## config.mk

```make
export PLATFORM = sky130hd
export DESIGN_NAME = utf16_to_utf8_encoder_top_flat
export DESIGN_NICKNAME = d
export VERILOG_FILES = /design/src/hdl/u2u8_pkg.sv /design/src/hdl/u2u8_if.sv /design/src/hdl/u2u8_front.sv /design/src/hdl/u2u8_queue.sv /design/src/hdl/u2u8_back.sv /design/src/hdl/utf16_to_utf8_encoder_top.sv /design/src/flat_wrapper.sv
export SDC_FILE = /design/constraint.sdc
export NUM_CORES = 1
export LEC_CHECK = 0
export BUFFER_PORTS_ARGS = -buffer_cell sky130_fd_sc_hd__buf_2
export CORE_ASPECT_RATIO = 1.75
export CORE_MARGIN = 2
export CORE_UTILIZATION = 45
export CTS_BUF_LIST = sky130_fd_sc_hd__clkbuf_4 sky130_fd_sc_hd__clkbuf_8 sky130_fd_sc_hd__clkbuf_16
export DETAILED_ROUTE_END_ITERATION = 8
export PLACE_DENSITY_LB_ADDON = 0.2
export SKIP_CTS_REPAIR_TIMING = 1
export SLEW_MARGIN = 20
export SYNTH_ARGS = -nofsm -noshare
export SYNTH_HDL_FRONTEND = slang
export SYNTH_SLANG_ARGS = --single-unit
```

## constraint.sdc

```tcl
create_clock -name clock -period 10.9 [get_ports clock]
set_input_delay 0.545 -clock clock [delete_from_list [all_inputs] [get_ports clock]]
set_output_delay 0.545 -clock clock [all_outputs]
set_load 0.02 [all_outputs]
```

## src/hdl/u2u8_pkg.sv

```systemverilog
// Shared types, constants and encoding functions for the UTF-16 to UTF-8 encoder.
package u2u8_pkg;

   localparam int QUEUE_DEPTH = 4;
   localparam int QUEUE_PTR_W = $clog2(QUEUE_DEPTH);
   localparam int QUEUE_CNT_W = $clog2(QUEUE_DEPTH + 1);
   localparam int CP_W        = 21;

   localparam logic [15:0] SUR_HI_FIRST = 16'hD800;
   localparam logic [15:0] SUR_HI_LAST  = 16'hDBFF;
   localparam logic [15:0] SUR_LO_FIRST = 16'hDC00;
   localparam logic [15:0] SUR_LO_LAST  = 16'hDFFF;
   localparam logic [9:0]  TEN_BITS     = 10'h3FF;
   localparam logic [CP_W-1:0] SUPP_BASE = 21'h10000;

   localparam logic [2:0] LEN_ONE   = 3'd1;
   localparam logic [2:0] LEN_TWO   = 3'd2;
   localparam logic [2:0] LEN_THREE = 3'd3;
   localparam logic [2:0] LEN_FOUR  = 3'd4;

   // Work for one input transfer: one or two code points to encode.
   typedef struct packed {
      logic            two;
      logic [CP_W-1:0] cp_a;
      logic [CP_W-1:0] cp_b;
   } job_type;

   typedef struct packed {
      logic full;
      logic empty;
   } queue_stat_type;

   function automatic logic [2:0] enc_len(input logic [CP_W-1:0] cp);
      logic [2:0] len;
      if (cp <= 21'h7F) begin
         len = LEN_ONE;
      end else if (cp <= 21'h7FF) begin
         len = LEN_TWO;
      end else if (cp <= 21'hFFFF) begin
         len = LEN_THREE;
      end else begin
         len = LEN_FOUR;
      end
      return len;
   endfunction

   function automatic logic [7:0] enc_byte(input logic [CP_W-1:0] cp, input logic [1:0] idx);
      logic [7:0] b;
      b = 8'h00;
      case (enc_len(cp))
         LEN_ONE: begin
            b = {1'b0, cp[6:0]};
         end
         LEN_TWO: begin
            b = (idx == 2'd0) ? {3'b110, cp[10:6]} : {2'b10, cp[5:0]};
         end
         LEN_THREE: begin
            case (idx)
               2'd0:    b = {4'b1110, cp[15:12]};
               2'd1:    b = {2'b10, cp[11:6]};
               default: b = {2'b10, cp[5:0]};
            endcase
         end
         default: begin
            case (idx)
               2'd0:    b = {5'b11110, cp[20:18]};
               2'd1:    b = {2'b10, cp[17:12]};
               2'd2:    b = {2'b10, cp[11:6]};
               default: b = {2'b10, cp[5:0]};
            endcase
         end
      endcase
      return b;
   endfunction

endpackage

```

## src/hdl/u2u8_if.sv

```systemverilog
// Handshake interfaces for the code unit and byte channels.
interface u2u8_req_if;
   logic        valid;
   logic        ready;
   logic [15:0] code_unit;
   logic        final_unit;

   modport source (output valid, output code_unit, output final_unit, input ready);
   modport sink (input valid, input code_unit, input final_unit, output ready);
endinterface

interface u2u8_rsp_if;
   logic       valid;
   logic       ready;
   logic [7:0] out_byte;
   logic       run_end;

   modport source (output valid, output out_byte, output run_end, input ready);
   modport sink (input valid, input out_byte, input run_end, output ready);
endinterface

```

## src/hdl/u2u8_front.sv

```systemverilog
// Front end: accepts code units, tracks a pending high surrogate and builds jobs.
module u2u8_front
   import u2u8_pkg::*;
(
   input  logic           clock,
   input  logic           reset,
   u2u8_req_if.sink       req_bus,
   input  queue_stat_type q_stat,
   output logic           push,
   output job_type        push_job
);

   logic [9:0] lead_bits_ff, lead_bits_in;
   logic       lead_valid_ff, lead_valid_in;
   logic       accept, is_hi, is_lo;
   logic [15:0] unit;

   assign req_bus.ready = !q_stat.full;
   assign accept = req_bus.valid && req_bus.ready;
   assign unit   = req_bus.code_unit;
   assign is_hi  = (unit >= SUR_HI_FIRST) && (unit <= SUR_HI_LAST);
   assign is_lo  = (unit >= SUR_LO_FIRST) && (unit <= SUR_LO_LAST);

   always_comb begin
      lead_bits_in  = lead_bits_ff;
      lead_valid_in = lead_valid_ff;
      push          = 1'b0;
      push_job.two  = 1'b0;
      push_job.cp_a = {5'd0, unit};
      push_job.cp_b = {5'd0, unit};
      if (accept) begin
         if (lead_valid_ff && is_lo) begin
            push          = 1'b1;
            push_job.cp_a = {1'b0, lead_bits_ff, unit[9:0]} + SUPP_BASE;
            lead_valid_in = 1'b0;
            lead_bits_in  = 10'd0;
         end else if (lead_valid_ff) begin
            push          = 1'b1;
            push_job.cp_a = {5'd0, SUR_HI_FIRST | {6'd0, lead_bits_ff}};
            if (is_hi && !req_bus.final_unit) begin
               lead_bits_in  = unit[9:0] & TEN_BITS;
               lead_valid_in = 1'b1;
            end else begin
               push_job.two  = 1'b1;
               lead_bits_in  = 10'd0;
               lead_valid_in = 1'b0;
            end
         end else if (is_hi && !req_bus.final_unit) begin
            lead_bits_in  = unit[9:0] & TEN_BITS;
            lead_valid_in = 1'b1;
         end else begin
            push = 1'b1;
         end
      end
   end

   always_ff @(posedge clock) begin
      if (reset) begin
         lead_bits_ff  <= 10'd0;
         lead_valid_ff <= 1'b0;
      end else begin
         lead_bits_ff  <= lead_bits_in;
         lead_valid_ff <= lead_valid_in;
      end
   end

endmodule

```

## src/hdl/u2u8_queue.sv

```systemverilog
// Short job queue between the front end and the byte emitter.
module u2u8_queue
   import u2u8_pkg::*;
(
   input  logic           clock,
   input  logic           reset,
   input  logic           push,
   input  job_type        push_job,
   input  logic           pop,
   output job_type        pop_job,
   output queue_stat_type q_stat
);

   job_type                mem_ff [QUEUE_DEPTH];
   logic [QUEUE_PTR_W-1:0] wr_ptr_ff, rd_ptr_ff;
   logic [QUEUE_CNT_W-1:0] count_ff, count_in;

   assign q_stat.full  = (count_ff == QUEUE_CNT_W'(QUEUE_DEPTH));
   assign q_stat.empty = (count_ff == '0);
   assign pop_job      = mem_ff[rd_ptr_ff];

   always_comb begin
      count_in = count_ff;
      if (push && !pop) begin
         count_in = count_ff + 1'b1;
      end else if (pop && !push) begin
         count_in = count_ff - 1'b1;
      end
   end

   always_ff @(posedge clock) begin
      if (push) begin
         mem_ff[wr_ptr_ff] <= push_job;
      end
   end

   always_ff @(posedge clock) begin
      if (reset) begin
         wr_ptr_ff <= '0;
         rd_ptr_ff <= '0;
         count_ff  <= '0;
      end else begin
         if (push) begin
            wr_ptr_ff <= wr_ptr_ff + 1'b1;
         end
         if (pop) begin
            rd_ptr_ff <= rd_ptr_ff + 1'b1;
         end
         count_ff <= count_in;
      end
   end

endmodule

```

## src/hdl/u2u8_back.sv

```systemverilog
// Back end: encodes queued code points and sends one byte per transfer.
module u2u8_back
   import u2u8_pkg::*;
(
   input  logic           clock,
   input  logic           reset,
   input  job_type        pop_job,
   input  queue_stat_type q_stat,
   output logic           pop,
   u2u8_rsp_if.source     rsp_bus
);

   logic            busy_ff, busy_in;
   logic            two_ff, two_in;
   logic            seg_ff, seg_in;
   logic [1:0]      idx_ff, idx_in;
   logic [CP_W-1:0] cp_a_ff, cp_a_in, cp_b_ff, cp_b_in;
   logic            rsp_valid_ff, rsp_valid_in;
   logic [7:0]      rsp_byte_ff, rsp_byte_in;
   logic            rsp_end_ff, rsp_end_in;
   logic [CP_W-1:0] cur_cp;
   logic [2:0]      cur_len;
   logic            out_free, emit, seg_done, job_done;

   assign cur_cp   = seg_ff ? cp_b_ff : cp_a_ff;
   assign cur_len  = enc_len(cur_cp);
   assign out_free = !rsp_valid_ff || rsp_bus.ready;
   assign emit     = busy_ff && out_free;
   assign seg_done = ({1'b0, idx_ff} == (cur_len - 3'd1));
   assign job_done = seg_done && (seg_ff == two_ff);
   assign pop      = !q_stat.empty && (!busy_ff || (emit && job_done));

   assign rsp_bus.valid    = rsp_valid_ff;
   assign rsp_bus.out_byte = rsp_byte_ff;
   assign rsp_bus.run_end  = rsp_end_ff;

   always_comb begin
      busy_in      = busy_ff;
      two_in       = two_ff;
      seg_in       = seg_ff;
      idx_in       = idx_ff;
      cp_a_in      = cp_a_ff;
      cp_b_in      = cp_b_ff;
      rsp_valid_in = rsp_valid_ff;
      rsp_byte_in  = rsp_byte_ff;
      rsp_end_in   = rsp_end_ff;
      if (emit) begin
         rsp_valid_in = 1'b1;
         rsp_byte_in  = enc_byte(cur_cp, idx_ff);
         rsp_end_in   = job_done;
      end else if (rsp_bus.ready) begin
         rsp_valid_in = 1'b0;
      end
      if (pop) begin
         busy_in = 1'b1;
         two_in  = pop_job.two;
         seg_in  = 1'b0;
         idx_in  = 2'd0;
         cp_a_in = pop_job.cp_a;
         cp_b_in = pop_job.cp_b;
      end else if (emit) begin
         if (job_done) begin
            busy_in = 1'b0;
         end else if (seg_done) begin
            seg_in = 1'b1;
            idx_in = 2'd0;
         end else begin
            idx_in = idx_ff + 2'd1;
         end
      end
   end

   always_ff @(posedge clock) begin
      if (reset) begin
         busy_ff      <= 1'b0;
         rsp_valid_ff <= 1'b0;
      end else begin
         busy_ff      <= busy_in;
         rsp_valid_ff <= rsp_valid_in;
      end
      two_ff      <= two_in;
      seg_ff      <= seg_in;
      idx_ff      <= idx_in;
      cp_a_ff     <= cp_a_in;
      cp_b_ff     <= cp_b_in;
      rsp_byte_ff <= rsp_byte_in;
      rsp_end_ff  <= rsp_end_in;
   end

endmodule

```

## src/hdl/utf16_to_utf8_encoder_top.sv

```systemverilog
// Top level of the UTF-16 to UTF-8 encoder.
// A code unit's first byte goes through the job queue, the back-end job registers and the
// output byte register. Throughput is one byte per cycle while the byte channel is ready,
// set by the single output byte register; a unit yields zero to six bytes (zero if held).
// A four-entry job queue lets new units be taken while earlier bytes still go out.
// Synchronous reset clears the pending surrogate, the queue and the output valid flag.
module utf16_to_utf8_encoder_top
   import u2u8_pkg::*;
(
   input  logic        clock,
   input  logic        reset,
   u2u8_req_if.sink    req_bus,
   u2u8_rsp_if.source  rsp_bus
);

   logic           push, pop;
   job_type        push_job, pop_job;
   queue_stat_type q_stat;

   u2u8_front u_front (
      .clock    (clock),
      .reset    (reset),
      .req_bus  (req_bus),
      .q_stat   (q_stat),
      .push     (push),
      .push_job (push_job)
   );

   u2u8_queue u_queue (
      .clock    (clock),
      .reset    (reset),
      .push     (push),
      .push_job (push_job),
      .pop      (pop),
      .pop_job  (pop_job),
      .q_stat   (q_stat)
   );

   u2u8_back u_back (
      .clock   (clock),
      .reset   (reset),
      .pop_job (pop_job),
      .q_stat  (q_stat),
      .pop     (pop),
      .rsp_bus (rsp_bus)
   );

endmodule

```

## src/flat_wrapper.sv

```systemverilog
// flat-port wrapper written by rule: the top's interface ports become plain ports
module utf16_to_utf8_encoder_top_flat import u2u8_pkg::*;
  (clock, reset, req_bus_valid, req_bus_code_unit, req_bus_final_unit, req_bus_ready, rsp_bus_valid, rsp_bus_out_byte, rsp_bus_run_end, rsp_bus_ready);
  u2u8_req_if req_bus_i ();
  u2u8_rsp_if rsp_bus_i ();
  input  logic clock;
  input  logic reset;
  input wire logic [$bits(req_bus_i.valid)-1:0] req_bus_valid;
  input wire logic [$bits(req_bus_i.code_unit)-1:0] req_bus_code_unit;
  input wire logic [$bits(req_bus_i.final_unit)-1:0] req_bus_final_unit;
  output wire logic [$bits(req_bus_i.ready)-1:0] req_bus_ready;
  output wire logic [$bits(rsp_bus_i.valid)-1:0] rsp_bus_valid;
  output wire logic [$bits(rsp_bus_i.out_byte)-1:0] rsp_bus_out_byte;
  output wire logic [$bits(rsp_bus_i.run_end)-1:0] rsp_bus_run_end;
  input wire logic [$bits(rsp_bus_i.ready)-1:0] rsp_bus_ready;
  assign req_bus_i.valid = req_bus_valid;
  assign req_bus_i.code_unit = req_bus_code_unit;
  assign req_bus_i.final_unit = req_bus_final_unit;
  assign req_bus_ready = req_bus_i.ready;
  assign rsp_bus_valid = rsp_bus_i.valid;
  assign rsp_bus_out_byte = rsp_bus_i.out_byte;
  assign rsp_bus_run_end = rsp_bus_i.run_end;
  assign rsp_bus_i.ready = rsp_bus_ready;
  utf16_to_utf8_encoder_top u_core (.clock(clock), .reset(reset), .req_bus(req_bus_i), .rsp_bus(rsp_bus_i));
endmodule
```

# Yosys cells after proc, flatten, opt, wreduce, memory -nomap -nowiden
# Memory sizes are Yosys's and may differ from the RTL's. A register that Yosys moved wholly into a read port is not among the register bits.
# Index checks and enable logic that the tools add are counted.
# Widths: inputs -> output; s select.
[classes]
n_eq_ne = 8
bitwise_logic = 1
n_lt_le_gt_ge = 7
muxes = 33
addsub = 7
reduce_logical = 31
[op_table]
columns = ["cell", "count"]
rows = [
  ["$mux 22", 2],
  ["$mux 21", 2],
  ["$mux 10", 4],
  ["$ge 16x16->1 const B", 2],
  ["$le 16x16->1 const B", 2],
  ["$pmux 8 s3", 1],
  ["$add 20x17->21 const B", 1],
  ["$le 21x11->1 const B", 1],
  ["$le 21x16->1 const B", 1],
  ["$le 21x7->1 const B", 1],
  ["$pmux 7 s3", 1],
  ["$mux 3", 6],
  ["$mux 1", 14],
  ["$pmux 7 s2", 1],
  ["$logic_and 1x1->1", 11],
  ["$reduce_bool 2->1", 4],
  ["$logic_not 1->1", 7],
  ["$mux 7", 1],
  ["$add 2x1->2 const B", 3],
  ["$eq 3x2->1 const B", 2],
  ["$reduce_and 2->1", 3],
  ["$sub 3x1->3 const B", 2],
  ["$add 3x1->3 const B", 1],
  ["$eq 2x3->1", 1],
  ["12 further kinds", 13],
]
[totals]
mem_count = 1
mem_bits_rw = 152
elab_cells = 100
reg_bits = 53
[mem_list]
columns = ["name", "words", "word_bits", "read_ports", "rd_clocked_by_memory_dff", "write_ports", "line", "text"]
rows = [
  ["u_core.u_queue.mem_ff", 4, 38, 1, 1, 1, "u2u8_queue.sv:14", "job_type mem_ff [QUEUE_DEPTH];"],
]

# Depth between registers and ports, before layout
[logic_depth]
word_depth = 14
mapped_depth = 19

# Modules after synthesis
# Synthesis repeated with hierarchy kept, for this count alone.
[unflattened]
hier_cells = 607
area_unflattened_um2 = 10461.3
[modules_own_cells]
columns = ["module", "seq_area_each_um2", "area_per_inst_um2", "cells_per_inst", "n_inst"]
rows = [
  ["u2u8_queue", 5345.1, 6688.9, 269, 1],
  ["u2u8_back", 1661.6, 2731.4, 210, 1],
  ["u2u8_front", 220.2, 1041.0, 128, 1],
]

# Worst setup path after synthesis
# Ideal clock, no wire load.
[synth_path]
path_type = "register -> register"
start = "reg u_core.u_back.cp_b_ff[7], read port of u_core.u_queue.mem_ff"
end = "reg u_core.u_queue.count_ff[2]"
arrival_ps = 5255
required_time_ps = 10830
setup_ps = 70
path_slack_ps = 5574
path_stages_with_launch = 19
path_cell_list = "edfxtp_1 > nor4_1 > a22oi_1 > nand2b_1 > nand2_1 > inv_1 > ha_1 > xor2_1 > o211ai_1 > nor4_1 > mux2i_1 > a21oi_1 > inv_1 > ha_1 > inv_1 > fa_1 > xor2_1 > or3_1 > a21oi_1"
[synth_between]
elab_chain_cells = 14
[synth_rtl]
columns = ["item", "line", "text"]
rows = [
  ["start, declared", "u2u8_back.sv:17", "logic [CP_W-1:0] cp_a_ff, cp_a_in, cp_b_ff, cp_b_in;"],
  ["$mux 21 *", "u2u8_back.sv:25", "assign cur_cp = seg_ff ? cp_b_ff : cp_a_ff;"],
  ["$le 21x16->1", "u2u8_pkg.sv:39", "end else if (cp <= 21'hFFFF) begin"],
  ["$mux 3", "u2u8_pkg.sv:39", ""],
  ["$mux 3", "u2u8_pkg.sv:37", "end else if (cp <= 21'h7FF) begin"],
  ["$mux 3 *", "u2u8_pkg.sv:35", "if (cp <= 21'h7F) begin"],
  ["$sub 3x1->3 *", "u2u8_back.sv:29", "assign seg_done = ({1'b0, idx_ff} == (cur_len - 3'd1));"],
  ["$eq 2x3->1 *", "u2u8_back.sv:29", ""],
  ["$logic_and 1x1->1 *", "u2u8_back.sv:30", "assign job_done = seg_done && (seg_ff == two_ff);"],
  ["$logic_and 1x1->1 *", "u2u8_back.sv:31", "assign pop = !q_stat.empty && (!busy_ff || (emit && job_done));"],
  ["$logic_or 1x1->1 *", "u2u8_back.sv:31", ""],
  ["$logic_and 1x1->1 *", "u2u8_back.sv:31", ""],
  ["via u_core.pop", "utf16_to_utf8_encoder_top.sv:16", "logic push, pop;"],
  ["$logic_not 1->1", "u2u8_queue.sv:24", "if (push && !pop) begin"],
  ["$logic_and 1x1->1", "u2u8_queue.sv:24", ""],
  ["$mux 3 or $reduce_bool 2->1 (tied branches)", "--", ""],
  ["end signal, assigned", "u2u8_queue.sv:49", "count_ff <= count_in;"],
  ["end, declared", "u2u8_queue.sv:16", "logic [QUEUE_CNT_W-1:0] count_ff, count_in;"],
]
# Mark *: on every way through the listed nets, which the timed path passes. The rest lies on a longest branch.
# A chain may end at the register's enable or synchronous reset.

# Worst setup path after layout
[layout_path]
start = "reg u_core.u_back.seg_ff"
end = "reg u_core.u_queue.count_ff[2]"
[layout_between]
elab_chain_cells = 14
[layout_rtl]
columns = ["item", "line", "text"]
rows = [
  ["start, declared", "u2u8_back.sv:15", "logic seg_ff, seg_in;"],
  ["start signal, assigned", "u2u8_back.sv:82", "seg_ff <= seg_in;"],
  ["$mux 21", "u2u8_back.sv:25", ""],
  ["$le 21x16->1", "u2u8_pkg.sv:39", ""],
  ["$mux 3", "u2u8_pkg.sv:39", ""],
  ["$mux 3", "u2u8_pkg.sv:37", ""],
  ["$mux 3", "u2u8_pkg.sv:35", ""],
  ["$sub 3x1->3", "u2u8_back.sv:29", ""],
  ["$eq 2x3->1", "u2u8_back.sv:29", ""],
  ["$logic_and 1x1->1 *", "u2u8_back.sv:30", ""],
  ["$logic_and 1x1->1 *", "u2u8_back.sv:31", ""],
  ["$logic_or 1x1->1 *", "u2u8_back.sv:31", ""],
  ["$logic_and 1x1->1 *", "u2u8_back.sv:31", ""],
  ["via u_core.pop", "utf16_to_utf8_encoder_top.sv:16", ""],
  ["$logic_not 1->1", "u2u8_queue.sv:24", ""],
  ["$logic_and 1x1->1", "u2u8_queue.sv:24", ""],
  ["$mux 3 or $reduce_bool 2->1 (tied branches)", "--", ""],
]
# Marks and branches as above.

==> flow_metrics.env <==
export IMPL_fin_tns_setup_ns=0
export IMPL_fin_skew_ns=0.0243
export IMPL_setup_ws_ns=6.18
export IMPL_crit_arrival_ns=5.15
export IMPL_vias=4885
export IMPL_synth_avg_cell_area_um2=16.9
export IMPL_die_h_um=194
export IMPL_hp_class="in -> reg"
export IMPL_p_sw_mw=0.862
export IMPL_grtUsageTotal=0.171
export IMPL_maxSlewHeadroom=0.299
export IMPL_finalHoldViolCount=0
export IMPL_fmaxAchievable_mhz=212
export IMPL_drt_iter0_markers=317
export IMPL_p_comb_frac=0.290
export IMPL_power_share_clock=0.274
export IMPL_drive_gt1_frac=0.252
export IMPL_p_leak_nw=3.45
export IMPL_worst_pin_slew_ns=1.05
export IMPL_area_growth_pct=12.8
export IMPL_htree_num_levels=1
export IMPL_synth_area_um2=9250
export IMPL_fin_util=0.516
export IMPL_dieArea_um2=21800
export IMPL_cts_sinks=222
export IMPL_overflow=0
export IMPL_cts_tree="built"
export IMPL_grt_max_degree=44
export IMPL_finalSetupViolCount=0
export IMPL_die_x_um=112
export IMPL_syn_num_nets=584
export IMPL_pre_cts_slack_ns=6.17
export IMPL_cp_end_kind="register"
export IMPL_numPortBuffers=31
export IMPL_cap_violations=0
export IMPL_final_nets=617
export IMPL_pin_count=32
export IMPL_synth_warnings=0
export IMPL_wl_per_cell_um=21.8
export IMPL_vias_per_cell=5.79
export IMPL_worstPathMaxFanout=40
export IMPL_ys_ff_latch=222
export IMPL_peakVddDrop_v=0.000184
export IMPL_rows=69
export IMPL_drcViolationCount=0
export IMPL_critPathRequiredTime_ns=11.33
export IMPL_dr_pass1_iters=6
export IMPL_core_area_um2=20200
export IMPL_critPathLaunchType="register"
export IMPL_gp_congestion=0.845
export IMPL_synthFlopType="edfxtp_1"
export IMPL_nFillCells=1682
export IMPL_grt_pass1_wl_um=28600
export IMPL_async_reset_ff_frac=0
export IMPL_netlist_instances=548
export IMPL_critical_path_class="reg -> reg"
export IMPL_p_int_mw=1.96
export IMPL_cts_buffer_depth=3
export IMPL_synth_cell_types=60
export IMPL_whs_ns=0.298
export IMPL_initial_core_util=0.458
export IMPL_outcome="completed"
export IMPL_mostFrequentLayoutCell="edfxtp_1"
export IMPL_synth_edf_count=199
export IMPL_rsz0062_at_grt="no"
export IMPL_grt_antenna_before_repair=0
export IMPL_numCtsBuffers=21
export IMPL_synth_seq_area_share=0.696
export IMPL_fin_crit_ns=4.72
export IMPL_antenna_cells=0
export IMPL_dp_final_hpwl_um=12200
export IMPL_drv_slew=0
export IMPL_post_route_period_util=0.433
export IMPL_clock_latency_ns=0.50
export IMPL_wl_um=18400
export IMPL_cellPowerDensity_nw_per_um2=271
export IMPL_p_sw_frac=0.305
export IMPL_seq_power_share=0.436
export IMPL_cts_root_buffer="clkbuf_16"
export IMPL_clkTransAtPathRegs_ns=0.07
export IMPL_grt_pass1_vias=5070
export IMPL_layout_common_cells="199 x edfxtp_1, 40 x mux4_2, 39 x nor2_1, 31 x buf_2"
export IMPL_postRouteAntennaNets=0
[routing by layer]
metal	part of all wire	vias to the layer above	wire length, um	GRT usage
met5	0	-	0	0
met4	0.033	0	609	0.0596
met3	0.039	31	717	0.0253
met2	0.55	112	10100	0.319
met1	0.38	2491	6930	0.197
li1	-	2251	-	-
[power groups by stage]
stage | combinational [mW] | clock [mW] | sequential, mW
after floorplan | 0.593 | 0 | 1.24
after global placement | 0.815 | 0 | 1.24
after detailed placement | 0.826 | 0 | 1.25
after CTS | 0.828 | 0.793 | 1.23
after global routing | 0.900 | 0.826 | 1.25
final | 0.820 | 0.775 | 1.23
[state kept, by name (all words and copies together) (netlist names), 2 cells and up]
register and count:
u_core.u_back.cp_a_ff 21, u_core.u_back.cp_b_ff 16, u_core.u_back.idx_ff 2, u_core.u_back.rsp_bus.out_byte 8, u_core.u_front.lead_bits_ff 10, u_core.u_queue.count_ff 3
u_core.u_queue.mem_ff 152, u_core.u_queue.rd_ptr_ff 2, u_core.u_queue.wr_ptr_ff 2
[cells in the mapped netlist (4+ instances only)]
| cell | n | area [um2] |
|---|---|---|
| o21ai_0 | 10 | 50.1 |
| a21oi_1 | 13 | 65.1 |
| nand2_1 | 19 | 71.3 |
| nor3_1 | 6 | 30.0 |
| dfxtp_1 | 23 | 460 |
| mux4_2 | 40 | 901 |
| nor4_1 | 5 | 31.3 |
| a22oi_1 | 5 | 37.5 |
| nor2_1 | 39 | 146 |
| clkbuf_1 | 19 | 71.3 |
| edfxtp_1 | 199 | 5980 |
| xor2_1 | 5 | 43.8 |
| nand3_1 | 7 | 35.0 |
| and2_1 | 6 | 37.5 |
| a32oi_1 | 12 | 105 |
| mux2_2 | 21 | 236 |
| buf_2 | 6 | 30.0 |
| o22a_1 | 4 | 35.0 |
| mux2i_1 | 11 | 110 |
| inv_1 | 19 | 71.3 |
| ha_1 | 14 | 175 |
| o22ai_1 | 4 | 25.0 |
[area by class of cell]
class,count,area (um2),area share
sequential,222,6440,0.617
inverter,19,71.3,0.00684
tap,248,310,0.0297
clock inverter,12,176,0.0169
timing repair buffer,37,220,0.0211
multi-input combinational,280,2640,0.253
clock buffer,26,576,0.0552
[worst paths after layout]
check        cells after the start                        endpoint                           start  slack, ns
min                              1     u_core.u_queue.mem_ff[1][0]            req_bus_code_unit[0]       0.30
max                             19      u_core.u_queue.count_ff[2]            u_core.u_back.seg_ff       6.18
max reg2reg                     19      u_core.u_queue.count_ff[2]            u_core.u_back.seg_ff       6.18
min reg2reg                      2  u_core.u_front.lead_bits_ff[3]  u_core.u_front.lead_bits_ff[3]       0.49
[per-stage QoR]
| stage | instance area (um2) | instances | total power, mW |
|---|---|---|---|
| 2_1_floorplan | 9250 | 548 | 1.83 |
| 3_3_place_gp | 9650 | 805 | 2.06 |
| 3_5_place_dp | 9650 | 805 | 2.08 |
| 4_1_cts | 10400 | 843 | 2.86 |
| 5_1_grt | 10400 | 844 | 2.97 |
| 6_report | 10400 | 844 | 2.83 |
[cell families after synthesis]
group / synth area share
DFF: 0.696
muxes: 0.136
xor gates and xnor gates: 0.00758
AOI/OAI and AO/OA: 0.0635
and+or+nand+nor: 0.0552
buffers and inverters: 0.0203
adders and majority gates: 0.0211
[critical path: stages (launching register included)]
cell      delay [ns]
dfxtp_1         0.31
buf_4           0.38
nor4b_1         0.30
o22a_2          0.25
nand2b_1        0.12
nand2_1         0.11
ha_1            0.18
or3b_2          0.44
mux2i_1         0.30
nor4_1          0.10
mux2i_1         0.38
a21oi_4         0.09
buf_4           0.32
inv_1           0.11
ha_1            0.18
inv_1           0.06
fa_1            0.38
xor2_1          0.17
or3_1           0.31
a21oi_1         0.14
Note: power is estimated with default switching activity, not from simulation.
